[src/iss_pkg.sv]
// Shared constants, register map and table lookup helpers for the idle state selector.
package iss_pkg;

  // Default and width of the state index space.
  localparam int unsigned MaxStatesDefault = 4;
  localparam int unsigned TableEntries     = 4;
  localparam int unsigned IdxW             = 4;

  // Input word field widths.
  localparam int unsigned ExpectedW = 22;
  localparam int unsigned LimitW    = 24;
  localparam int unsigned TimeW     = 48;
  localparam int unsigned ElapsedW  = 31;
  localparam int unsigned InDataW   = 128;
  localparam int unsigned OutDataW  = 8;

  // Configuration port geometry.
  localparam int unsigned CfgDataW = 64;
  localparam int unsigned CfgAddrW = 6;

  // Register indexes.
  localparam logic [2:0] RegStateCount = 3'd0;
  localparam logic [2:0] RegResTable   = 3'd1;
  localparam logic [2:0] RegLatTable   = 3'd2;
  localparam logic [2:0] RegTimeValid  = 3'd3;
  localparam logic [2:0] RegCheckBm    = 3'd4;
  localparam logic [2:0] RegHoldoff    = 3'd5;
  localparam logic [2:0] RegTick       = 3'd6;

  // Register reset values.
  localparam logic [2:0]  StateCountRst = 3'd4;
  localparam logic [3:0]  TimeValidRst  = 4'hF;
  localparam logic [19:0] HoldoffRst    = 20'd20000;
  localparam logic [13:0] TickRst       = 14'd4000;

  // Early-break threshold and saturation limits.
  localparam logic [2:0]          BreakLimit = 3'd5;
  localparam logic [ElapsedW-1:0] ElapsedMax = {ElapsedW{1'b1}};
  localparam logic [TimeW-1:0]    TimeMax    = {TimeW{1'b1}};

  // Command codes carried in tuser.
  localparam logic CmdSelect  = 1'b0;
  localparam logic CmdReflect = 1'b1;

  // One 16-bit entry of a packed table; states past the table read zero.
  function automatic logic [15:0] entry16(input logic [63:0] tbl, input logic [IdxW-1:0] i);
    logic [15:0] val;
    val = 16'd0;
    if (i[IdxW-1:2] == '0) begin
      val = tbl[{i[1:0], 4'b0000} +: 16];
    end
    return val;
  endfunction

  // One bit of a per-state mask; states past the mask read zero.
  function automatic logic mask_bit(input logic [3:0] m, input logic [IdxW-1:0] i);
    logic b;
    b = 1'b0;
    if (i[IdxW-1:2] == '0) begin
      b = m[i[1:0]];
    end
    return b;
  endfunction

endpackage

[src/idle_state_selector_core.sv]
// Idle state selector: sequencer that caps, walks and reflects over the idle state table.
// A select word passes through the bus-master scan, which looks for the first state that needs
// the bus-master check, the cap step, the residency and latency walk and the done state; a
// reflect word passes through the reflect step and the done state. The scan and the walk each
// look at one state per cycle. The input side is ready only while the sequencer is idle; a
// finished result waits in the output register while the next word is taken, but the sequencer
// holds in its done state while that register still holds an untaken result. Configuration is
// written through the APB port at byte address 8*i and should only change while no word is in
// flight.
module idle_state_selector_core #(
  parameter int unsigned MAX_STATES = iss_pkg::MaxStatesDefault
) (
  input  logic                          clk_i,
  input  logic                          rst_ni,
  // Input words.
  input  logic                          s_axis_tvalid,
  output logic                          s_axis_tready,
  // forecast_us[21:0], latency_limit_us[45:22], bm_active[46], now_us[94:47],
  // slept_us[125:95], zero fill[127:126]
  input  logic [iss_pkg::InDataW-1:0]   s_axis_tdata,
  // command[0]
  input  logic                          s_axis_tuser,
  // Result words.
  output logic                          m_axis_tvalid,
  input  logic                          m_axis_tready,
  // chosen_state[1:0], max_allowed_state[4:2], demotion_active[5], zero fill[7:6]
  output logic [iss_pkg::OutDataW-1:0]  m_axis_tdata,
  // Configuration port.
  input  logic                          psel,
  input  logic                          penable,
  input  logic                          pwrite,
  input  logic [iss_pkg::CfgAddrW-1:0]  paddr,
  input  logic [iss_pkg::CfgDataW-1:0]  pwdata,
  output logic [iss_pkg::CfgDataW-1:0]  prdata,
  output logic                          pready
);
  import iss_pkg::*;

  localparam int unsigned CW = $clog2(MAX_STATES + 1);
  localparam int unsigned NW = (CW > 3) ? CW : 3;

  localparam logic [2:0] ST_IDLE   = 3'd0;
  localparam logic [2:0] ST_BMSCAN = 3'd1;
  localparam logic [2:0] ST_CAP    = 3'd2;
  localparam logic [2:0] ST_WALK   = 3'd3;
  localparam logic [2:0] ST_REFL   = 3'd4;
  localparam logic [2:0] ST_DONE   = 3'd5;

  // Configuration registers.
  logic [2:0]  state_count_q;
  logic [63:0] res_tbl_q;
  logic [63:0] lat_tbl_q;
  logic [3:0]  tv_mask_q;
  logic [3:0]  bm_mask_q;
  logic [19:0] holdoff_q;
  logic [13:0] tick_q;

  // Captured input word.
  logic                cmd_q;
  logic [ExpectedW-1:0] exp_q;
  logic [LimitW-1:0]   lim_q;
  logic                bma_q;
  logic [TimeW-1:0]    now_q;
  logic [ElapsedW-1:0] meas_q;

  // Governor state.
  logic [1:0]          last_state_q, last_state_d;
  logic [1:0]          dem_lim_q, dem_lim_d;
  logic                dem_valid_q, dem_valid_d;
  logic [TimeW-1:0]    dem_exp_q, dem_exp_d;
  logic [2:0]          early_cnt_q, early_cnt_d;
  logic [ElapsedW-1:0] bm_elapsed_q, bm_elapsed_d;

  // Sequencer.
  logic [2:0]    fsm_q, fsm_d;
  logic [CW-1:0] idx_q, idx_d;
  logic [CW-1:0] cap_q, cap_d;
  logic [5:0]    res_q, res_d;

  // Output register.
  logic       out_valid_q, out_valid_d;
  logic [5:0] out_data_q;
  logic       out_load;

  // Datapath helpers.
  logic [NW-1:0]       sc_wide;
  logic [NW-1:0]       n_wide;
  logic [CW-1:0]       n_states;
  logic [IdxW-1:0]     idx_ext;
  logic [15:0]         res_at_idx;
  logic [15:0]         lat_at_idx;
  logic                state_fits;
  logic [ElapsedW-1:0] elapsed_sel;
  logic [CW-1:0]       cap_base;
  logic [NW-1:0]       dem_cap;
  logic [CW-1:0]       walk_pick;
  logic [1:0]          chosen;
  logic [15:0]         res_last;
  logic [ElapsedW-1:0] meas_sel;
  logic [ElapsedW:0]   elapsed_sum;
  logic [TimeW:0]      exp_sum;
  logic [2:0]          addr_idx;
  logic                cfg_wr;

  assign pready   = 1'b1;
  assign addr_idx = paddr[CfgAddrW-1:3];
  assign cfg_wr   = psel & penable & pwrite & pready;

  // Register writes.
  always_ff @(posedge clk_i or negedge rst_ni) begin
    if (!rst_ni) begin
      state_count_q <= StateCountRst;
      res_tbl_q     <= '0;
      lat_tbl_q     <= '0;
      tv_mask_q     <= TimeValidRst;
      bm_mask_q     <= '0;
      holdoff_q     <= HoldoffRst;
      tick_q        <= TickRst;
    end else if (cfg_wr) begin
      case (addr_idx)
        RegStateCount: state_count_q <= pwdata[2:0];
        RegResTable:   res_tbl_q     <= pwdata;
        RegLatTable:   lat_tbl_q     <= pwdata;
        RegTimeValid:  tv_mask_q     <= pwdata[3:0];
        RegCheckBm:    bm_mask_q     <= pwdata[3:0];
        RegHoldoff:    holdoff_q     <= pwdata[19:0];
        RegTick:       tick_q        <= pwdata[13:0];
        default: ;
      endcase
    end
  end

  // Register reads.
  always_comb begin
    case (addr_idx)
      RegStateCount: prdata = 64'(state_count_q);
      RegResTable:   prdata = res_tbl_q;
      RegLatTable:   prdata = lat_tbl_q;
      RegTimeValid:  prdata = 64'(tv_mask_q);
      RegCheckBm:    prdata = 64'(bm_mask_q);
      RegHoldoff:    prdata = 64'(holdoff_q);
      RegTick:       prdata = 64'(tick_q);
      default:       prdata = '0;
    endcase
  end

  // Number of states in use, with out-of-range counts clamped.
  always_comb begin
    sc_wide = NW'(state_count_q);
    if (sc_wide == '0) begin
      n_wide = NW'(1);
    end else if (sc_wide > NW'(MAX_STATES)) begin
      n_wide = NW'(MAX_STATES);
    end else begin
      n_wide = sc_wide;
    end
    n_states = n_wide[CW-1:0];
  end

  // Shared table compare unit: one state per cycle.
  assign idx_ext    = IdxW'(idx_q);
  assign res_at_idx = entry16(res_tbl_q, idx_ext);
  assign lat_at_idx = entry16(lat_tbl_q, idx_ext);
  assign state_fits = (idx_q < cap_q) && (ExpectedW'(res_at_idx) <= exp_q)
                      && (LimitW'(lat_at_idx) <= lim_q);

  assign s_axis_tready = (fsm_q == ST_IDLE);
  assign out_load      = (fsm_q == ST_DONE) && (!out_valid_q || m_axis_tready);

  // Sequencer and governor state update.
  always_comb begin
    fsm_d        = fsm_q;
    idx_d        = idx_q;
    cap_d        = cap_q;
    res_d        = res_q;
    last_state_d = last_state_q;
    dem_lim_d    = dem_lim_q;
    dem_valid_d  = dem_valid_q;
    dem_exp_d    = dem_exp_q;
    early_cnt_d  = early_cnt_q;
    bm_elapsed_d = bm_elapsed_q;
    elapsed_sel  = bm_elapsed_q;
    cap_base     = n_states;
    dem_cap      = NW'(dem_lim_q) + NW'(1);
    walk_pick    = idx_q - CW'(1);
    chosen       = walk_pick[1:0];
    res_last     = entry16(res_tbl_q, IdxW'(last_state_q));
    meas_sel     = mask_bit(tv_mask_q, IdxW'(last_state_q)) ? meas_q : ElapsedW'(tick_q);
    elapsed_sum  = (ElapsedW + 1)'(bm_elapsed_q) + (ElapsedW + 1)'(meas_sel);
    exp_sum      = (TimeW + 1)'(now_q) + (TimeW + 1)'(res_last);

    case (fsm_q)
      ST_IDLE: begin
        if (s_axis_tvalid) begin
          idx_d = CW'(1);
          fsm_d = (s_axis_tuser == CmdReflect) ? ST_REFL : ST_BMSCAN;
        end
      end
      // Find the first state that needs the bus-master check.
      ST_BMSCAN: begin
        if ((idx_q < n_states) && !mask_bit(bm_mask_q, idx_ext)) begin
          idx_d = idx_q + CW'(1);
        end else begin
          cap_d = idx_q;
          fsm_d = ST_CAP;
        end
      end
      // Apply the bus-master holdoff and the timed demotion limit.
      ST_CAP: begin
        if (bma_q) begin
          elapsed_sel = '0;
        end
        bm_elapsed_d = elapsed_sel;
        if (ElapsedW'(holdoff_q) >= elapsed_sel) begin
          cap_base = cap_q;
        end
        cap_d = cap_base;
        if (dem_valid_q) begin
          if (dem_exp_q > now_q) begin
            if (dem_cap < NW'(cap_base)) begin
              cap_d = dem_cap[CW-1:0];
            end
          end else begin
            dem_valid_d = 1'b0;
          end
        end
        idx_d = CW'(1);
        fsm_d = ST_WALK;
      end
      // Walk toward deeper states while residency and latency fit.
      ST_WALK: begin
        if (state_fits) begin
          idx_d = idx_q + CW'(1);
        end else begin
          if (last_state_q != chosen) begin
            early_cnt_d = '0;
          end
          last_state_d = chosen;
          res_d        = {dem_valid_q, 3'(cap_q), chosen};
          fsm_d        = ST_DONE;
        end
      end
      // Account for the residency of the last sleep.
      ST_REFL: begin
        bm_elapsed_d = elapsed_sum[ElapsedW] ? ElapsedMax : elapsed_sum[ElapsedW-1:0];
        if (last_state_q != 2'd0) begin
          if (meas_sel < ElapsedW'(res_last)) begin
            if (early_cnt_q > BreakLimit) begin
              dem_lim_d   = last_state_q - 2'd1;
              dem_valid_d = 1'b1;
              dem_exp_d   = exp_sum[TimeW] ? TimeMax : exp_sum[TimeW-1:0];
            end else begin
              early_cnt_d = early_cnt_q + 3'd1;
            end
          end else if (early_cnt_q != '0) begin
            early_cnt_d = early_cnt_q - 3'd1;
          end
        end
        res_d = {dem_valid_d, 3'd0, last_state_q};
        fsm_d = ST_DONE;
      end
      ST_DONE: begin
        if (out_load) begin
          fsm_d = ST_IDLE;
        end
      end
      default: fsm_d = ST_IDLE;
    endcase
  end

  // Control and state registers.
  always_ff @(posedge clk_i or negedge rst_ni) begin
    if (!rst_ni) begin
      fsm_q        <= ST_IDLE;
      idx_q        <= '0;
      cap_q        <= '0;
      last_state_q <= '0;
      dem_lim_q    <= '0;
      dem_valid_q  <= 1'b0;
      dem_exp_q    <= '0;
      early_cnt_q  <= '0;
      bm_elapsed_q <= '0;
      out_valid_q  <= 1'b0;
    end else begin
      fsm_q        <= fsm_d;
      idx_q        <= idx_d;
      cap_q        <= cap_d;
      last_state_q <= last_state_d;
      dem_lim_q    <= dem_lim_d;
      dem_valid_q  <= dem_valid_d;
      dem_exp_q    <= dem_exp_d;
      early_cnt_q  <= early_cnt_d;
      bm_elapsed_q <= bm_elapsed_d;
      out_valid_q  <= out_valid_d;
    end
  end

  // Input word capture and result payload.
  always_ff @(posedge clk_i) begin
    res_q <= res_d;
    if (s_axis_tvalid && s_axis_tready) begin
      cmd_q  <= s_axis_tuser;
      exp_q  <= s_axis_tdata[21:0];
      lim_q  <= s_axis_tdata[45:22];
      bma_q  <= s_axis_tdata[46];
      now_q  <= s_axis_tdata[94:47];
      meas_q <= s_axis_tdata[125:95];
    end
    if (out_load) begin
      out_data_q <= res_q;
    end
  end

  // Output register handshake.
  always_comb begin
    out_valid_d = out_valid_q;
    if (out_load) begin
      out_valid_d = 1'b1;
    end else if (m_axis_tready) begin
      out_valid_d = 1'b0;
    end
  end

  assign m_axis_tvalid = out_valid_q;
  assign m_axis_tdata  = {2'b00, out_data_q};

  // The residency update step is entered only for a reflect word.
  a_reflect_path: assert property (@(posedge clk_i) disable iff (!rst_ni)
    (fsm_q == ST_REFL) |-> (cmd_q == CmdReflect))
    else $error("reflect step entered for a select word");

  // The walk never steps past the cap.
  a_walk_cap: assert property (@(posedge clk_i) disable iff (!rst_ni)
    (fsm_q == ST_WALK) |-> (idx_q <= cap_q))
    else $error("state walk passed the cap");

  // The early-break counter stops one past its limit.
  a_early_bound: assert property (@(posedge clk_i) disable iff (!rst_ni)
    early_cnt_q <= BreakLimit + 3'd1)
    else $error("early-break counter out of range");

  // Demotion is armed only after enough early breaks.
  a_demote_arm: assert property (@(posedge clk_i) disable iff (!rst_ni)
    $rose(dem_valid_q) |-> ($past(early_cnt_q) > BreakLimit))
    else $error("demotion armed without enough early breaks");

  // A pending result is never overwritten before it is taken.
  a_out_hold: assert property (@(posedge clk_i) disable iff (!rst_ni)
    (m_axis_tvalid && !m_axis_tready) |=> (m_axis_tvalid && $stable(m_axis_tdata)))
    else $error("pending result overwritten");

endmodule

[config.mk]
export PLATFORM = sky130hd
export DESIGN_NAME = idle_state_selector_core
export DESIGN_NICKNAME = d
export VERILOG_FILES = /design/src/iss_pkg.sv /design/src/idle_state_selector_core.sv
export SDC_FILE = /design/constraint.sdc
export NUM_CORES = 1
export LEC_CHECK = 0
export ABC_AREA = 1
export BUFFER_PORTS_ARGS = -buffer_cell sky130_fd_sc_hd__buf_2
export CORE_UTILIZATION = 55
export DETAILED_ROUTE_END_ITERATION = 6
export PLACE_DENSITY = 0.77
export SLEW_MARGIN = 10
export SYNTH_ARGS = -nofsm -noshare
export SYNTH_HDL_FRONTEND = slang
export SYNTH_SLANG_ARGS = --single-unit
[constraint.sdc]
create_clock -name clk_i -period 8.41 [get_ports clk_i]
set_clock_uncertainty 0.1 [all_clocks]
set_input_delay 1.2615 -clock clk_i [delete_from_list [all_inputs] [get_ports clk_i]]
set_output_delay 1.2615 -clock clk_i [all_outputs]
set_load 0.005 [all_outputs]
==> impl_results.md, run 1 <==
* Status: finished, violations left
* Failing checks: design-rule violations
* Post-place instance area at ~27000 sq um
* Final worst slack at ~2.7 ns
* Initial Util at 0.5612
* Place WS at between 2 and 3 ns
* Overflow after GRT at 0
* Post-CTS setup buffer count at 0
* Num ports at between 200 and 300
* Period utilization at 0.6740
* Rows at just under 80
* Leak at approximately 0.014 uW
* FMAX at ~180 MHz
* CP max stage cell: clkinv_1
* Async SR Flop Fraction at 0.6618
* Total GRT Usage at 0.3489
* Yosys warns at 0
* P&R area growth vs syn at 13.18%
* Pwr dens at between 300 and 400 nW/um^2
* Slew headroom at 0.1698
* Port bufs at 272
* HP Class: register to register
* Synth Register Bits at 408
* Post-route DRC at 6
* Final hold violations at 0
* CP Data Required Time at between 7 and 8 ns
* Vias/cell at between 5 and 6
* CP peak stage delay at about 1.1 ns
* H-tree depth at 2
* RePlAce Congestion at approximately 0.97
* Element type at the critical path end: primary output
* Initial DRT Pass Iterations at 7
* Drt total wl at just over 80000 microns
* Post-DRT Antenna Nets at 0
* CP Cell Sequence: buf_2, inv_1, nor3_2, buf_4, clkinv_1, o21ai_0, buf_2
* Layout fillers at slightly below 4000
* Seq/Total Area, Yosys at 0.4372
* Cell accounting for the most synthesized area: dfrtp_1
* Final setup viols at 0
* Multi-input logic area at 11830 sq um
* Worst-skew pair later-pin latency at around 0.60 ns
* Number of flops mapped to enable cells by yosys at around 140
* Core Box Area at ~45000 sq um
* Cell count after synthesis at 3200
* Crit path arrival time at 4.31 ns
* Global-route wire length before repair at 125700 microns
* Layout net count at 3796
* Top cell type's share of synthesized area at 0.2545
* Post-CTS resize count at 0
* Worst vdd ir at 0.2053 mV
* Syn_area_per_cell at 7.806 sq um
* Clock tree sinks at ~400
* Crit Path Max Fanout at 34
* Max cap viols at 0
* Initial antenna violation count at 3
* Synth unique cells at between 50 and 60
* Vias in the first global route at between 20000 and 25000
* Synth area leaders: dfrtp_1, edfxtp_1, nand2_1
* Clk root buf: clkbuf_16
* Cell area after layout at roughly 28000 sq um
* Tmin final at between 5 and 6 ns
* Number of buffers created by CTS at between 40 and 50
* Synthesized area at ~25000 sq um
* Clk pin slew, worst setup/hold paths at roughly 0.060 ns
* Wire per inst at approximately 20 microns
* Die Y at around 220 microns
* Detailed Route Iter0 Violations at roughly 2400
* DR vias at about 24000
* Clk buf depth at 3
* Largest net degree at the start of global routing at 163
* RSZ-0062 raised after global routing: false
* Cts hold-fix bufs at 0
* Pins Over Slew Limit at 0
* CTS tree: yes
* Die width at roughly 220 microns
* Share of layout cells above drive strength 1 at 0.1156
* Predominant post-synthesis flop cell: dfrtp_1
* Worst-margin pin slew at 1.245 ns
* Most used cell, CP: buf_2
* Critical path class: input port to primary output
* Sequential cell area at 10930 sq um
* Hpwl dp at roughly 60000 microns
* Setup_tns at 0 ns
* Die area at 46270 sq um
* Crit path launch type: input port
-- cell families (layout without fill, tap and decap cells) --
group | after synthesis | after routing | share of synthesized area
AND/OR/NAND/NOR | 1228 | 1228 | 0.1995
AO/OA/AOI/OAI | 768 | 768 | 0.1716
buffers and inverters | 584 | 836 | 0.09076
flip-flops | 408 | 408 | 0.4372
adder cells (fa/ha/maj) | 174 | 174 | 0.08806
XOR/XNOR | 36 | 36 | 0.01262
other | 2 | 6 | 0.0003007
-- flip-flops by register name (all words and copies together) (netlist names), 4 cells and up --
register      count
now_q            48
tv_mask_q         4
out_data_q        6
exp_q            22
dem_exp_q        48
res_q             6
lim_q            24
bm_mask_q         4
bm_elapsed_q     31
holdoff_q        20
meas_q           31
lat_tbl_q        64
res_tbl_q        64
tick_q           14
-- layout by cell type, fill, tap and decap left out, types with 4 or more instances in the layout --
| cell | count |
|---|---|
| a211oi_1 | 6 |
| a21o_1 | 9 |
| a21oi_1 | 210 |
| a221o_1 | 10 |
| a221oi_1 | 5 |
| a22o_1 | 14 |
| a22oi_1 | 5 |
| a31oi_1 | 13 |
| a32oi_1 | 15 |
| buf_2 | 271 |
| buf_4 | 14 |
| clkbuf_1 | 14 |
| clkbuf_16 | 46 |
| clkbuf_8 | 9 |
| clkinv_1 | 6 |
| clkinv_2 | 5 |
| dfrtp_1 | 252 |
| dfstp_2 | 16 |
| edfxtp_1 | 138 |
| ha_1 | 171 |
| inv_1 | 457 |
| inv_2 | 4 |
| nand2_1 | 813 |
| nand3_1 | 95 |
| nand4_1 | 27 |
| nor2_1 | 205 |
| nor3_1 | 45 |
| nor4_1 | 14 |
| o211ai_1 | 34 |
| o21a_1 | 6 |
| o21ai_0 | 382 |
| o21ai_1 | 4 |
| o22ai_1 | 40 |
| or2_2 | 10 |
| xnor2_1 | 14 |
| xor2_1 | 22 |
-- worst max-delay path, delay by kind of cell --
family,cells,cell delay [ns]
compound gates,1,0.97
buf+inv,5,1.95
simple gates,1,0.12
-- routing by layer --
metal / routed length, microns / GRT usage
met5: 0 / 0
met3: 8050 / 0.06921
met2: 35910 / 0.5429
met4: 4140 / 0.1660
met1: 32920 / 0.4686
-- power by group --
group          internal [uW]  switching, uW  total [uW]
clock                   1190            860        2050
combinational           1320           2780        4100
sequential              2510            344        2860
-- cell usage after synthesis, types with 13 or more instances --
master and instances:
xnor2_1 14, a21oi_1 210, nand2_1 815, nor2_1 207, dfrtp_1 254, o21ai_0 382
inv_1 457, clkbuf_1 98, a31oi_1 13, ha_1 171, a32oi_1 15, xor2_1 22
a22o_1 14, dfstp_2 16, nor4_1 14, nand4_1 27, o211ai_1 34, edfxtp_1 138
o22ai_1 40, nand3_1 95, nor3_1 47
-- metrics by stage --
step	cells	hold slack [ns]	power [uW]	utilization
floorplan	3201	0.3003	5598	-
global placement	3960	0.3119	6722	0.6006
detailed placement	3960	0.3228	6857	0.6006
CTS	4045	0.3339	8930	0.6350
global route	4047	0.3355	9589	0.6351
finish	4048	0.3322	9011	0.6352
-- cell type report --
type                            instances  share of cell area
Multi-Input combinational cell       2209              0.4185
Sequential cell                       408              0.3865
Inverter                              464             0.06161
Timing Repair Buffer                  287             0.05293
Clock buffer                           69             0.04696
Tap cell                              592             0.02620
Clock inverter                         16            0.007125
Antenna cell                            3           0.0002655
-- path summary, 6_finish.rpt --
| kind | end | start | depth (start not counted) | slack [ns] |
|---|---|---|---|---|
| min reg2reg | out_data_q[2] | res_q[2] | 0 | 0.33 |
| max reg2reg | dem_exp_q[21] | last_state_q[0] | 20 | 2.75 |
| max | prdata[48] | paddr[3] | 7 | 2.74 |
| max in group asynchronous | idx_q[0] | rst_ni | 2 | 6.11 |
| min in group asynchronous | dem_exp_q[30] | rst_ni | 1 | 0.65 |
| min | out_data_q[2] | res_q[2] | 0 | 0.33 |
Note: power is estimated with default switching activity, not from simulation.
==> run 2, diff against run 1 <==
clock period = 5.5 ns   (was 8.41 ns; I/O delays follow)
==> impl_results.md, run 2 (synthesis gave the netlist of run 1 again) <==
* Status: finished, final reports clean
* Vias in the first global route at between 20000 and 25000
* Period utilization at 0.8669
* Crit Path Max Fanout at 48
* Die width at ~220 microns
* Total GRT Usage at 0.3491
* Clk root buf: clkbuf_16
* Initial antenna violation count at 5
* Vias/cell at approximately 5.9
* Cell area after layout at approximately 28000 sq um
* RePlAce Congestion at ~1
* Cts hold-fix bufs at 0
* Detailed Route Iter0 Violations at roughly 2700
* H-tree depth at 2
* Post-CTS setup buffer count at 0
* Wl on met1 at about 33000 microns
* Hold slack at roughly 0.19 ns
* Commonest non-fill, non-tap cells in the layout: nand2_1, inv_1, o21ai_0
* Max cap viols at 0
* Final setup viols at 0
* Clk pin slew, worst setup/hold paths at ~0.070 ns
* Met2 WL post-DR at roughly 36000 microns
* Initial Util at 0.5612
* P&R area growth vs syn at 14.09%
* Leading cell type in the layout, fill and taps excluded: nand2_1
* Setup_tns at 0 ns
* Largest regs: lat_tbl_q x64, res_tbl_q x64
* Pins Over Slew Limit at 0
* Top sig layer: met5
* Tmin final at 4.768 ns
* Hpwl dp at ~60000 microns
* Pwr dens at 492.8 nW/um^2
* Crit path launch type: register
* Worst-skew pair later-pin latency at between 0.6 and 0.7 ns
* Layout net count at 3807
* Global-route wire length before repair at roughly 130000 microns
* Final hold violations at 0
* Port bufs at ~270
* Initial DRT Pass Iterations at 6
* Die area at between 40000 and 50000 sq um
* Final core occ at 0.6402
* Post-CTS resize count at 0
* Final worst slack at roughly 0.73 ns
* Critical path class: register to register
* Clk buf depth at 3
* Post-place instance area at between 20000 and 30000 sq um
* Element type at the critical path end: register
* Wire per inst at 19.97 microns
* Largest net degree at the start of global routing at roughly 130
* Post-DRT Antenna Nets at 0
* Crit path arrival time at ~5.2 ns
* Num ports at roughly 280
* Slew headroom at 0.1804
* DR vias at 23737
* Worst-margin pin slew at 1.229 ns
* FMAX at around 210 MHz
* Number of buffers created by CTS at 45
* Post-route DRC at 0
* CTS tree: yes
* Clock tree sinks at around 400
* Drt total wl at ~81000 microns
* Met3 wire length at just under 8000 microns
* RSZ-0062 raised after global routing: false
* Place WS at ~0.9 ns
* Worst Reg2Reg Path Length in Cells at 15
* Die Y at 215.1 microns
* Rows at 77
* CP Data Required Time at 5.95 ns
* Leak at 0.01419 uW
* HP Class: input port to asynchronous set/reset pin
* Overflow after GRT at 0
* Worst vdd ir at about 0.31 mV
* Core Box Area at around 45000 sq um
* Share of layout cells above drive strength 1 at 0.1204
-- run 2: final timing paths --
check                           slack (ns)        startpoint                to
min in group clk_i                    0.28  s_axis_tdata[40]         lim_q[18]
worst min-delay path                  0.19            rst_ni     dem_exp_q[37]
worst max register to register        0.73   last_state_q[0]      dem_exp_q[9]
max in group asynchronous             3.88            rst_ni  bm_elapsed_q[18]
worst min register to register        0.32          res_q[5]     out_data_q[5]
worst max-delay path                  0.73   last_state_q[0]      dem_exp_q[9]
-- run 2: cell type report --
class	count	area (sq um)
Fill cell	3915	16010
Multi-Input combinational cell	2209	11830
Sequential cell	408	10930
Inverter	464	1742
Timing Repair Buffer	299	1599
Clock buffer	58	1235
Tap cell	592	740.7
Clock inverter	26	422.9
Antenna cell	1	2.502
-- run 2: stage by stage --
step	cells	power, uW
floorplan	3201	8542
global placement	3972	10270
detailed placement	3972	10470
CTS	4056	13910
global route	4057	14960
finish	4057	14040
-- run 2: where the power goes --
| part | internal [uW] | switching, uW |
|---|---|---|
| Combinational | 2040 | 4120 |
| Sequential | 3840 | 635 |
| Clock | 2070 | 1340 |
-- run 2: per-layer routing --
metal  track usage  vias to the layer above
li1              -                    11102
met1        0.4732                    11136
met2        0.5443                     1278
met3       0.06865                      217
met4        0.1544                        4
met5             0                        -
-- run 2: critical path: stages, from the launching register on --
cell and delay, ns:
dfrtp_1 0.51, buf_4 0.47, nand2_1 0.11, a32oi_1 0.35
inv_1 0.15, fa_1 0.46, inv_1 0.13, nand3_1 0.11
nand2_1 0.14, a31oi_1 0.15, o21ai_1 0.67, nand4_1 0.63
buf_4 0.42, nand3_1 0.10, nand2_1 0.07, nand2_1 0.11
